==> src/bgce_pkg.sv <==
// Shared types and constants for the box to grid cell enumerator.
// No dependencies; every other file in src imports this package.
package bgce_pkg;

    localparam int COORD_BITS      = 16;
    localparam int DEF_MAX_COLUMNS = 8;
    localparam int DEF_MAX_ROWS    = 8;

    localparam int POS_W    = COORD_BITS;
    localparam int BOX_W    = 15;
    localparam int CORNER_W = POS_W + 2;      // signed corner, exact
    localparam int MAG_W    = CORNER_W - 1;   // magnitude of a corner
    localparam int SIZE_W   = 16;
    localparam int ACC_W    = SIZE_W + 4;     // up to eight cell sizes
    localparam int CNT_W    = 4;              // grid_columns / grid_rows
    localparam int QUO_W    = 4;              // quotient 0..8
    localparam int CELL_W   = 3;
    localparam int IDX_W    = 6;
    localparam int STEP_W   = 3;

    localparam int IN_DATA_W  = 64;
    localparam int OUT_DATA_W = 16;
    localparam int OUT_USER_W = 2;

    localparam int CFG_ADDR_W = 2;
    localparam int CFG_DATA_W = 16;

    localparam logic [CFG_ADDR_W-1:0] REG_GRID_COLUMNS = 2'd0;
    localparam logic [CFG_ADDR_W-1:0] REG_GRID_ROWS    = 2'd1;
    localparam logic [CFG_ADDR_W-1:0] REG_CELL_WIDTH   = 2'd2;
    localparam logic [CFG_ADDR_W-1:0] REG_CELL_HEIGHT  = 2'd3;

    localparam int Q_DEPTH = 2;
    localparam int Q_PTR_W = 1;
    localparam int Q_CNT_W = 2;

    // One classified object: clamped cell range plus flags.
    typedef struct packed {
        logic [CELL_W-1:0] xs;
        logic [CELL_W-1:0] xe;
        logic [CELL_W-1:0] ys;
        logic [CELL_W-1:0] ye;
        logic              ovf;
        logic              single;   // emit one overflow-only result
    } t_job;

endpackage

==> src/box_to_grid_cell_enumerator_top.sv <==
// Top level of the box to grid cell enumerator: configuration registers,
// front end, job queue and back end. Uses bgce_pkg and the bgce_* modules.
//
//   channel  | direction | handshake             | payload
//   ---------+-----------+-----------------------+------------------------------------
//   s stream | in        | i_s_tvalid/o_s_tready | tdata: pos_x, pos_y, box_w, box_h
//   m stream | out       | o_m_tvalid/i_m_tready | tdata: col,row,index; tuser; tlast
//   config   | in        | i_cfg_we              | i_cfg_addr, i_cfg_wdata
//
// Front end: an accept state, max(MAX_COLUMNS, MAX_ROWS) divide steps (8 by
// default) in the shared accumulate-and-compare loop, then a queue push state
// that holds while the queue is full; an unconfigured grid skips the divide
// steps. Back end: loads a job, then one result per cycle while the receiver
// is ready, up to 64 per box. The queue overlaps the divide of the next box
// with the cell walk of the current one.
// Reset is synchronous, active low; it clears the registers and empties the queue.
// Either stream may stall at any time; results wait in the output register.
module box_to_grid_cell_enumerator_top import bgce_pkg::*; #(
    parameter int MAX_COLUMNS = DEF_MAX_COLUMNS,
    parameter int MAX_ROWS    = DEF_MAX_ROWS
) (
    input  logic                  i_clk,
    input  logic                  i_rst_n,
    input  logic                  i_s_tvalid,
    output logic                  o_s_tready,
    // [15:0] pos_x, [31:16] pos_y, [46:32] box_width, [61:47] box_height, zero pad
    input  logic [IN_DATA_W-1:0]  i_s_tdata,
    output logic                  o_m_tvalid,
    input  logic                  i_m_tready,
    // [2:0] cell_column, [5:3] cell_row, [11:6] cell_index, zero pad
    output logic [OUT_DATA_W-1:0] o_m_tdata,
    // [0] cell_valid, [1] overflow_member
    output logic [OUT_USER_W-1:0] o_m_tuser,
    output logic                  o_m_tlast,
    input  logic                  i_cfg_we,
    input  logic [CFG_ADDR_W-1:0] i_cfg_addr,
    input  logic [CFG_DATA_W-1:0] i_cfg_wdata
);

    logic [CNT_W-1:0]  r_grid_cols, r_grid_rows;
    logic [SIZE_W-1:0] r_cell_w, r_cell_h;
    logic [CNT_W-1:0]  cols_sat, rows_sat;

    logic              q_push, q_full, q_pop, q_empty;
    t_job              front_job, queue_job;

    logic [CELL_W-1:0] out_col, out_row;
    logic [IDX_W-1:0]  out_idx;
    logic              out_cval, out_ovf;

    always_ff @(posedge i_clk) begin
        if (!i_rst_n) begin
            r_grid_cols <= '0;
            r_grid_rows <= '0;
            r_cell_w    <= '0;
            r_cell_h    <= '0;
        end else if (i_cfg_we) begin
            unique case (i_cfg_addr)
                REG_GRID_COLUMNS: r_grid_cols <= i_cfg_wdata[CNT_W-1:0];
                REG_GRID_ROWS:    r_grid_rows <= i_cfg_wdata[CNT_W-1:0];
                REG_CELL_WIDTH:   r_cell_w    <= i_cfg_wdata[SIZE_W-1:0];
                REG_CELL_HEIGHT:  r_cell_h    <= i_cfg_wdata[SIZE_W-1:0];
                default: ;
            endcase
        end
    end

    // saturate oversized grid counts
    assign cols_sat = (r_grid_cols > CNT_W'(MAX_COLUMNS)) ? CNT_W'(MAX_COLUMNS) : r_grid_cols;
    assign rows_sat = (r_grid_rows > CNT_W'(MAX_ROWS)) ? CNT_W'(MAX_ROWS) : r_grid_rows;

    bgce_front #(
        .MAX_COLUMNS (MAX_COLUMNS),
        .MAX_ROWS    (MAX_ROWS)
    ) u_front (
        .i_clk        (i_clk),
        .i_rst_n      (i_rst_n),
        .i_valid      (i_s_tvalid),
        .o_ready      (o_s_tready),
        .i_pos_x      (i_s_tdata[POS_W-1:0]),
        .i_pos_y      (i_s_tdata[2*POS_W-1:POS_W]),
        .i_box_width  (i_s_tdata[2*POS_W+BOX_W-1:2*POS_W]),
        .i_box_height (i_s_tdata[2*POS_W+2*BOX_W-1:2*POS_W+BOX_W]),
        .i_cols       (cols_sat),
        .i_rows       (rows_sat),
        .i_cell_w     (r_cell_w),
        .i_cell_h     (r_cell_h),
        .o_push       (q_push),
        .o_job        (front_job),
        .i_full       (q_full)
    );

    bgce_queue u_queue (
        .i_clk   (i_clk),
        .i_rst_n (i_rst_n),
        .i_push  (q_push),
        .i_job   (front_job),
        .o_full  (q_full),
        .i_pop   (q_pop),
        .o_job   (queue_job),
        .o_empty (q_empty)
    );

    bgce_back u_back (
        .i_clk        (i_clk),
        .i_rst_n      (i_rst_n),
        .i_job        (queue_job),
        .i_empty      (q_empty),
        .o_pop        (q_pop),
        .i_cols       (cols_sat),
        .o_valid      (o_m_tvalid),
        .i_ready      (i_m_tready),
        .o_col        (out_col),
        .o_row        (out_row),
        .o_idx        (out_idx),
        .o_cell_valid (out_cval),
        .o_ovf        (out_ovf),
        .o_last       (o_m_tlast)
    );

    assign o_m_tdata = OUT_DATA_W'({out_idx, out_row, out_col});
    assign o_m_tuser = {out_ovf, out_cval};

endmodule

==> src/bgce_front.sv <==
// Front end: accepts a box, divides its corners by the cell size with a
// shared multiple-accumulate compare loop, and classifies it. Uses bgce_pkg.
module bgce_front import bgce_pkg::*; #(
    parameter int MAX_COLUMNS = DEF_MAX_COLUMNS,
    parameter int MAX_ROWS    = DEF_MAX_ROWS
) (
    input  logic              i_clk,
    input  logic              i_rst_n,
    input  logic              i_valid,
    output logic              o_ready,
    input  logic [POS_W-1:0]  i_pos_x,
    input  logic [POS_W-1:0]  i_pos_y,
    input  logic [BOX_W-1:0]  i_box_width,
    input  logic [BOX_W-1:0]  i_box_height,
    input  logic [CNT_W-1:0]  i_cols,
    input  logic [CNT_W-1:0]  i_rows,
    input  logic [SIZE_W-1:0] i_cell_w,
    input  logic [SIZE_W-1:0] i_cell_h,
    output logic              o_push,
    output t_job              o_job,
    input  logic              i_full
);

    localparam int STEPS = (MAX_COLUMNS > MAX_ROWS) ? MAX_COLUMNS : MAX_ROWS;

    localparam logic [1:0] ST_IDLE = 2'd0;
    localparam logic [1:0] ST_DIV  = 2'd1;
    localparam logic [1:0] ST_PUSH = 2'd2;

    // lanes: 0 = x0, 1 = y0, 2 = x1, 3 = y1
    logic [1:0]        r_state, n_state;
    logic [MAG_W-1:0]  r_mag [4];
    logic [MAG_W-1:0]  n_mag [4];
    logic [3:0]        r_neg, n_neg;
    logic [QUO_W-1:0]  r_q [4];
    logic [QUO_W-1:0]  n_q [4];
    logic [ACC_W-1:0]  r_acc_x, n_acc_x, r_acc_y, n_acc_y;
    logic [STEP_W-1:0] r_step, n_step;
    logic              r_unconf, n_unconf;

    logic signed [CORNER_W-1:0] corner [4];
    logic [3:0]        on;
    logic [CELL_W-1:0] xs, xe, ys, ye;
    logic              unconf_now;
    logic [QUO_W-1:0]  lane_cnt [4];

    assign corner[0] = CORNER_W'(signed'(i_pos_x));
    assign corner[1] = CORNER_W'(signed'(i_pos_y));
    assign corner[2] = CORNER_W'(signed'(i_pos_x)) + CORNER_W'({1'b0, i_box_width});
    assign corner[3] = CORNER_W'(signed'(i_pos_y)) + CORNER_W'({1'b0, i_box_height});

    assign unconf_now = (i_cols == '0) || (i_rows == '0) ||
                        (i_cell_w == '0) || (i_cell_h == '0);

    assign lane_cnt[0] = i_cols;
    assign lane_cnt[1] = i_rows;
    assign lane_cnt[2] = i_cols;
    assign lane_cnt[3] = i_rows;

    // A negative corner is on the grid only while its quotient truncates to 0.
    always_comb begin
        for (int i = 0; i < 4; i++) begin
            on[i] = r_neg[i] ? (r_q[i] == '0) : (r_q[i] < lane_cnt[i]);
        end
        xs = on[0] ? r_q[0][CELL_W-1:0] : '0;
        ys = on[1] ? r_q[1][CELL_W-1:0] : '0;
        xe = on[2] ? r_q[2][CELL_W-1:0] : CELL_W'(i_cols - 1'b1);
        ye = on[3] ? r_q[3][CELL_W-1:0] : CELL_W'(i_rows - 1'b1);
    end

    always_comb begin
        o_job.xs     = xs;
        o_job.xe     = xe;
        o_job.ys     = ys;
        o_job.ye     = ye;
        o_job.ovf    = 1'b1;
        o_job.single = 1'b1;
        if (!r_unconf) begin
            o_job.ovf    = (on != 4'hF);
            o_job.single = (on == 4'h0) || (xs > xe) || (ys > ye);
        end
    end

    assign o_ready = (r_state == ST_IDLE);
    assign o_push  = (r_state == ST_PUSH) && !i_full;

    always_comb begin
        n_state  = r_state;
        n_mag    = r_mag;
        n_neg    = r_neg;
        n_q      = r_q;
        n_acc_x  = r_acc_x;
        n_acc_y  = r_acc_y;
        n_step   = r_step;
        n_unconf = r_unconf;
        unique case (r_state)
            ST_IDLE: begin
                if (i_valid) begin
                    for (int i = 0; i < 4; i++) begin
                        n_neg[i] = corner[i][CORNER_W-1];
                        n_mag[i] = corner[i][CORNER_W-1] ? MAG_W'(-corner[i])
                                                         : MAG_W'(corner[i]);
                        n_q[i]   = '0;
                    end
                    n_acc_x  = '0;
                    n_acc_y  = '0;
                    n_step   = '0;
                    n_unconf = unconf_now;
                    n_state  = unconf_now ? ST_PUSH : ST_DIV;
                end
            end
            ST_DIV: begin
                // accumulate one more cell size; count multiples not above |corner|
                n_acc_x = r_acc_x + ACC_W'(i_cell_w);
                n_acc_y = r_acc_y + ACC_W'(i_cell_h);
                for (int i = 0; i < 4; i++) begin
                    if (ACC_W'(r_mag[i]) >= ((i % 2 == 0) ? n_acc_x : n_acc_y)) begin
                        n_q[i] = QUO_W'(r_step) + 1'b1;
                    end
                end
                n_step = r_step + 1'b1;
                if (r_step == STEP_W'(STEPS - 1)) begin
                    n_state = ST_PUSH;
                end
            end
            ST_PUSH: begin
                if (!i_full) begin
                    n_state = ST_IDLE;
                end
            end
            default: n_state = ST_IDLE;
        endcase
    end

    always_ff @(posedge i_clk) begin
        if (!i_rst_n) begin
            r_state <= ST_IDLE;
        end else begin
            r_state <= n_state;
        end
        r_mag    <= n_mag;
        r_neg    <= n_neg;
        r_q      <= n_q;
        r_acc_x  <= n_acc_x;
        r_acc_y  <= n_acc_y;
        r_step   <= n_step;
        r_unconf <= n_unconf;
    end

    a_push_has_range: assert property (@(posedge i_clk) disable iff (!i_rst_n)
        o_push && !o_job.single |-> (o_job.xs <= o_job.xe) && (o_job.ys <= o_job.ye))
        else $error("front: pushed an empty cell range");

    a_div_length: assert property (@(posedge i_clk) disable iff (!i_rst_n)
        (r_state == ST_DIV) && (r_step == STEP_W'(STEPS - 1)) |=> (r_state == ST_PUSH))
        else $error("front: divide loop did not finish on the last step");

endmodule

==> src/bgce_queue.sv <==
// Short job queue between front end and back end, kept in flops.
// Uses bgce_pkg for the job type and depth.
module bgce_queue import bgce_pkg::*; (
    input  logic i_clk,
    input  logic i_rst_n,
    input  logic i_push,
    input  t_job i_job,
    output logic o_full,
    input  logic i_pop,
    output t_job o_job,
    output logic o_empty
);

    t_job               r_mem [Q_DEPTH];
    logic [Q_PTR_W-1:0] r_wp, r_rp;
    logic [Q_CNT_W-1:0] r_cnt;

    assign o_full  = (r_cnt == Q_CNT_W'(Q_DEPTH));
    assign o_empty = (r_cnt == '0);
    assign o_job   = r_mem[r_rp];

    always_ff @(posedge i_clk) begin
        if (!i_rst_n) begin
            r_wp  <= '0;
            r_rp  <= '0;
            r_cnt <= '0;
        end else begin
            if (i_push) begin
                r_wp <= r_wp + 1'b1;
            end
            if (i_pop) begin
                r_rp <= r_rp + 1'b1;
            end
            if (i_push && !i_pop) begin
                r_cnt <= r_cnt + 1'b1;
            end else if (!i_push && i_pop) begin
                r_cnt <= r_cnt - 1'b1;
            end
        end
        if (i_push) begin
            r_mem[r_wp] <= i_job;
        end
    end

    a_no_overflow: assert property (@(posedge i_clk) disable iff (!i_rst_n)
        !(i_push && o_full))
        else $error("queue: push while full");

    a_no_underflow: assert property (@(posedge i_clk) disable iff (!i_rst_n)
        !(i_pop && o_empty))
        else $error("queue: pop while empty");

endmodule

==> src/bgce_back.sv <==
// Back end: walks the clamped cell range column by column, each column row
// by row, one cell per transfer, through an output register. Uses bgce_pkg.
module bgce_back import bgce_pkg::*; (
    input  logic              i_clk,
    input  logic              i_rst_n,
    input  t_job              i_job,
    input  logic              i_empty,
    output logic              o_pop,
    input  logic [CNT_W-1:0]  i_cols,
    output logic              o_valid,
    input  logic              i_ready,
    output logic [CELL_W-1:0] o_col,
    output logic [CELL_W-1:0] o_row,
    output logic [IDX_W-1:0]  o_idx,
    output logic              o_cell_valid,
    output logic              o_ovf,
    output logic              o_last
);

    logic              r_busy, n_busy;
    t_job              r_job, n_job;
    logic [CELL_W-1:0] r_x, n_x, r_y, n_y;
    logic              r_vld, n_vld;
    logic [CELL_W-1:0] r_col, n_col, r_row, n_row;
    logic [IDX_W-1:0]  r_idx, n_idx;
    logic              r_cval, n_cval, r_ovf, n_ovf, r_last, n_last;

    logic              out_free;
    logic              at_end;
    logic [CELL_W+CNT_W-1:0] idx_full;

    assign out_free = !r_vld || i_ready;
    assign o_pop    = !r_busy && !i_empty;
    assign at_end   = (r_x == r_job.xe) && (r_y == r_job.ye);
    assign idx_full = (CELL_W+CNT_W)'(r_y) * (CELL_W+CNT_W)'(i_cols)
                    + (CELL_W+CNT_W)'(r_x);

    always_comb begin
        n_busy = r_busy;
        n_job  = r_job;
        n_x    = r_x;
        n_y    = r_y;
        n_vld  = r_vld && !i_ready;
        n_col  = r_col;
        n_row  = r_row;
        n_idx  = r_idx;
        n_cval = r_cval;
        n_ovf  = r_ovf;
        n_last = r_last;
        if (o_pop) begin
            n_busy = 1'b1;
            n_job  = i_job;
            n_x    = i_job.xs;
            n_y    = i_job.ys;
        end else if (r_busy && out_free) begin
            n_vld = 1'b1;
            if (r_job.single) begin
                n_col  = '0;
                n_row  = '0;
                n_idx  = '0;
                n_cval = 1'b0;
                n_ovf  = 1'b1;
                n_last = 1'b1;
                n_busy = 1'b0;
            end else begin
                n_col  = r_x;
                n_row  = r_y;
                n_idx  = idx_full[IDX_W-1:0];
                n_cval = 1'b1;
                n_ovf  = r_job.ovf;
                n_last = at_end;
                // advance row first, then column
                if (at_end) begin
                    n_busy = 1'b0;
                end else if (r_y == r_job.ye) begin
                    n_y = r_job.ys;
                    n_x = r_x + 1'b1;
                end else begin
                    n_y = r_y + 1'b1;
                end
            end
        end
    end

    always_ff @(posedge i_clk) begin
        if (!i_rst_n) begin
            r_busy <= 1'b0;
            r_vld  <= 1'b0;
        end else begin
            r_busy <= n_busy;
            r_vld  <= n_vld;
        end
        r_job  <= n_job;
        r_x    <= n_x;
        r_y    <= n_y;
        r_col  <= n_col;
        r_row  <= n_row;
        r_idx  <= n_idx;
        r_cval <= n_cval;
        r_ovf  <= n_ovf;
        r_last <= n_last;
    end

    assign o_valid      = r_vld;
    assign o_col        = r_col;
    assign o_row        = r_row;
    assign o_idx        = r_idx;
    assign o_cell_valid = r_cval;
    assign o_ovf        = r_ovf;
    assign o_last       = r_last;

    a_mid_run_is_cell: assert property (@(posedge i_clk) disable iff (!i_rst_n)
        r_vld && !r_last |-> r_cval)
        else $error("back: non-final result without a valid cell");

    a_no_cell_is_overflow: assert property (@(posedge i_clk) disable iff (!i_rst_n)
        r_vld && !r_cval |-> r_ovf && r_last)
        else $error("back: cell-less result must be a lone overflow result");

endmodule

==> config.mk <==
export PLATFORM = sky130hd
export DESIGN_NAME = box_to_grid_cell_enumerator_top
export DESIGN_NICKNAME = d
export VERILOG_FILES = /design/src/bgce_pkg.sv /design/src/box_to_grid_cell_enumerator_top.sv /design/src/bgce_front.sv /design/src/bgce_queue.sv /design/src/bgce_back.sv
export SDC_FILE = /design/constraint.sdc
export NUM_CORES = 1
export LEC_CHECK = 0
export ABC_AREA = 1
export BUFFER_PORTS_ARGS = -buffer_cell sky130_fd_sc_hd__buf_2
export CORE_MARGIN = 5
export CORE_UTILIZATION = 40
export DETAILED_ROUTE_END_ITERATION = 7
export PLACE_DENSITY = 0.67
export SLEW_MARGIN = 15
export SYNTH_ARGS = -nofsm -noshare
export SYNTH_HDL_FRONTEND = slang
export SYNTH_HIERARCHICAL = 1
export SYNTH_SLANG_ARGS = --single-unit
==> constraint.sdc <==
create_clock -name i_clk -period 16.1 [get_ports i_clk]
set_clock_uncertainty 0.1 [all_clocks]
set_input_delay 3.22 -clock i_clk [delete_from_list [all_inputs] [get_ports i_clk]]
set_output_delay 3.22 -clock i_clk [all_outputs]
set_load 0.05 [all_outputs]
==> results.json <==
{
  "max_freq_ghz": 0.1891,
  "drt_pass1_iterations": 5,
  "syn_to_final_growth_pct": 11.97,
  "first_global_vias": 12860,
  "crit_chain": "buf_2, ha_1, fa_1, nand2_1, a31oi_4, xnor2_2, nand2_1, nor2_1, nand3_1, inv_1, nand2_1, nor2_1, nand3_1, nand3_1, nand2_1",
  "max_stage_delay_ns": 0.41,
  "routabilityCongestion": 0.8791,
  "num_vias": 12990,
  "grtUsageTotal_pct": 16.08,
  "postCtsSetupRepairBufs": 0,
  "coreArea_um2": 40830,
  "leakage_nw": 8.711,
  "clk_path_buf_depth": 3,
  "dp_cells": 2590,
  "whs_ns": 0.3895,
  "final_cell_mix": "nand2_1 (465), inv_1 (268), nor2_1 (264), edfxtp_1 (192), ha_1 (161)",
  "dieArea_um2": 45410,
  "hold_path.class": "flip-flop to flip-flop",
  "crit_required_ns": 16.30,
  "syn_area_um2": 16500,
  "rr_startpoint": "u_front/r_acc_y[2]$_SDFFCE_PN0P_",
  "p_per_area_nw_per_um2": 120.3,
  "drv_slew": 0,
  "nets": 2343,
  "period_needed_ns": 5.289,
  "path_clk_slew_ns": 0.06,
  "grt_max_degree": 49,
  "place_ws_ns": 10.26,
  "fin_crit_sh_pct": 32.85,
  "setup_viol": 0,
  "start_util_pct": 40.41,
  "final_common_cell": "nand2_1",
  "crit_path_end_kind": "flip-flop",
  "synthCells": 1977,
  "cts-root-buf": "clkbuf_16",
  "crit_arrival_ns": 5.48,
  "status": "finished, final reports clean",
  "cts_resized": 0,
  "post_drt_wl_per_cell_um": 13.98,
  "grt_antenna_before_repair": 2,
  "postCtsHoldBufs": 0,
  "synthFlopType": "edfxtp_1",
  "rsz0062_at_grt": "no",
  "path_max_fanout": 4,
  "yosysWarnings": 6,
  "ios": 108,
  "fp-row-count": 74,
  "critPathKind": "primary input to flip-flop",
  "dpl_cell_area_um2": 17550,
  "ys_ff_latch": 241,
  "drive_gt1_share_pct": 10.63,
  "synth-seq-area-share_pct": 40.89,
  "setup_slack_ns": 10.81,
  "setup.worst_path.start": "i_s_tdata[16]",
  "cts_sinks": 241,
  "drc_errors": 0,
  "synth_cell_types": 58,
  "cp_slowest_cell": "fa_1",
  "place.detailed.hpwl_um": 28760,
  "placement.io_buffers": 101,
  "maxCapViolations": 0,
  "numCtsBuffers": 27,
  "design_area_um2": 18480,
  "worst-path-buf-inv": 2,
  "htreeDepth": 1,
  "cp-start-kind": "primary input",
  "tightest_slew_ns": 0.9502,
  "slew_headroom_pct": 36.66,
  "setup_tns_ns": 0,
  "clock_latency_ns": 0.54,
  "min-delay-start": "r_grid_cols[0]$_SDFFE_PN0P_",
  "fin_cells": 2640,
  "drt_wl_total_um": 36910,
  "drtAntennaViolNets": 0,
  "hold_violations": 0,
  "path_delay_family": "simple AND/OR/NAND/NOR gates",
  "syn_area_per_cell_um2": 8.346,
  "p_total_mw": 2.223,
  "grt_first_pass_wirelength_um": 61040,
  "ir_drop_mv": 0.06688,
  "async_reset_ff_share_pct": 0,
  "first_iter_violations": 779,
  "die-height_um": 213.1,
  "cts_tree": "yes",
  "synth_edf_count": 192,
  "final_util_pct": 45.25,
  "grt-ovfl-total": 0,
  "die_x_um": 213.1,
  "crit_top_cell": "nand2_1",
  "viasPerCell": 4.920
}
power breakdown:
part | switching, mW | total, mW | internal, mW
registers | 0.0688 | 0.884 | 0.815
clock network | 0.252 | 0.630 | 0.378
logic | 0.454 | 0.709 | 0.255
total | 0.775 | 2.22 | 1.45
state kept, by name, indices dropped and copies added, names as in the netlist, 11 cells and up, named ones only:
| name | count |
|---|---|
| u_front/r_acc_x | 20 |
| u_back/r_job | 11 |
| u_queue/r_mem | 28 |
| u_front/r_q | 16 |
| u_front/r_acc_y | 20 |
| r_cell_w | 16 |
| u_front/r_mag | 68 |
| r_cell_h | 16 |
cells in the mapped netlist (2+ instances only):
cell type / count / area share [%]
o211ai_1: 2 / 0.091
nor3_1: 17 / 0.52
xor2_2: 5 / 0.49
xnor2_2: 3 / 0.30
nor3b_1: 2 / 0.091
a21oi_1: 95 / 2.9
nand2_1: 465 / 11
a21oi_2: 6 / 0.32
mux2_2: 14 / 0.96
a211oi_1: 2 / 0.091
o21ai_1: 9 / 0.27
nand3_1: 104 / 3.2
xnor2_1: 41 / 2.2
a31oi_1: 9 / 0.34
a211o_1: 2 / 0.11
inv_1: 268 / 6.1
dfxtp_1: 49 / 5.9
nor2_2: 2 / 0.076
o21a_1: 5 / 0.23
clkbuf_1: 14 / 0.32
nand3_4: 2 / 0.21
nand4_1: 28 / 1.1
nand3_2: 5 / 0.30
inv_2: 8 / 0.18
buf_2: 5 / 0.15
buf_4: 7 / 0.32
nor2_1: 266 / 6.1
o21bai_1: 8 / 0.36
nor4_1: 15 / 0.57
a21o_1: 9 / 0.41
nand3b_1: 11 / 0.50
o31ai_1: 5 / 0.23
xor2_1: 55 / 2.9
edfxtp_1: 192 / 35
buf_6: 5 / 0.34
o21ai_0: 40 / 1.2
conb_1: 2 / 0.046
nand2_2: 8 / 0.30
or2_2: 5 / 0.19
ha_1: 161 / 12
nand2_4: 2 / 0.14
fa_1: 8 / 0.97
worst min-delay path: stages (launching register included):
cell,delay [ns]
dfxtp_1,0.33
a21oi_1,0.04
nor2_1,0.08
cell families after synthesis:
logic type               share of synthesized area (%)
buffers and inverters                            7.552
flip-flops                                       40.89
AO/OA/AOI/OAI                                    7.090
adder cells (fa/ha/maj)                          13.18
multiplexers                                    0.9554
other                                          0.04551
AND/OR/NAND/NOR                                  24.07
XOR/XNOR                                         6.218
path summary, 6_finish.rpt:
check                                  end  slack, ns  cells after the start
max            u_front/r_mag[11]$_DFFE_PP_      10.81                     15
min            r_grid_cols[0]$_SDFFE_PN0P_       0.39                      2
max reg2reg  u_front/r_q[10]$_SDFFCE_PN0P_      12.43                     14
min reg2reg    r_grid_cols[0]$_SDFFE_PN0P_       0.39                      2
area by class of cell:
type	instances	area (um2)
Sequential cell	241	6746
Clock inverter	12	122.6
Antenna cell	1	2.502
Clock buffer	37	795.8
Multi-Input combinational cell	1433	8541
Fill cell	3913	22360
Timing Repair Buffer	106	543.0
Tap cell	532	665.6
Inverter	278	1060
routing by layer:
metal | share of wire (%) | track usage (%) | up-vias
met5 | 0.033 | 0 | -
met3 | 4.3 | 1.998 | 62
li1 | - | - | 6728
met2 | 46 | 27.83 | 236
met1 | 47 | 21.41 | 5960
met4 | 2.6 | 4.237 | 2
Note: power is estimated with default switching activity, not from simulation.
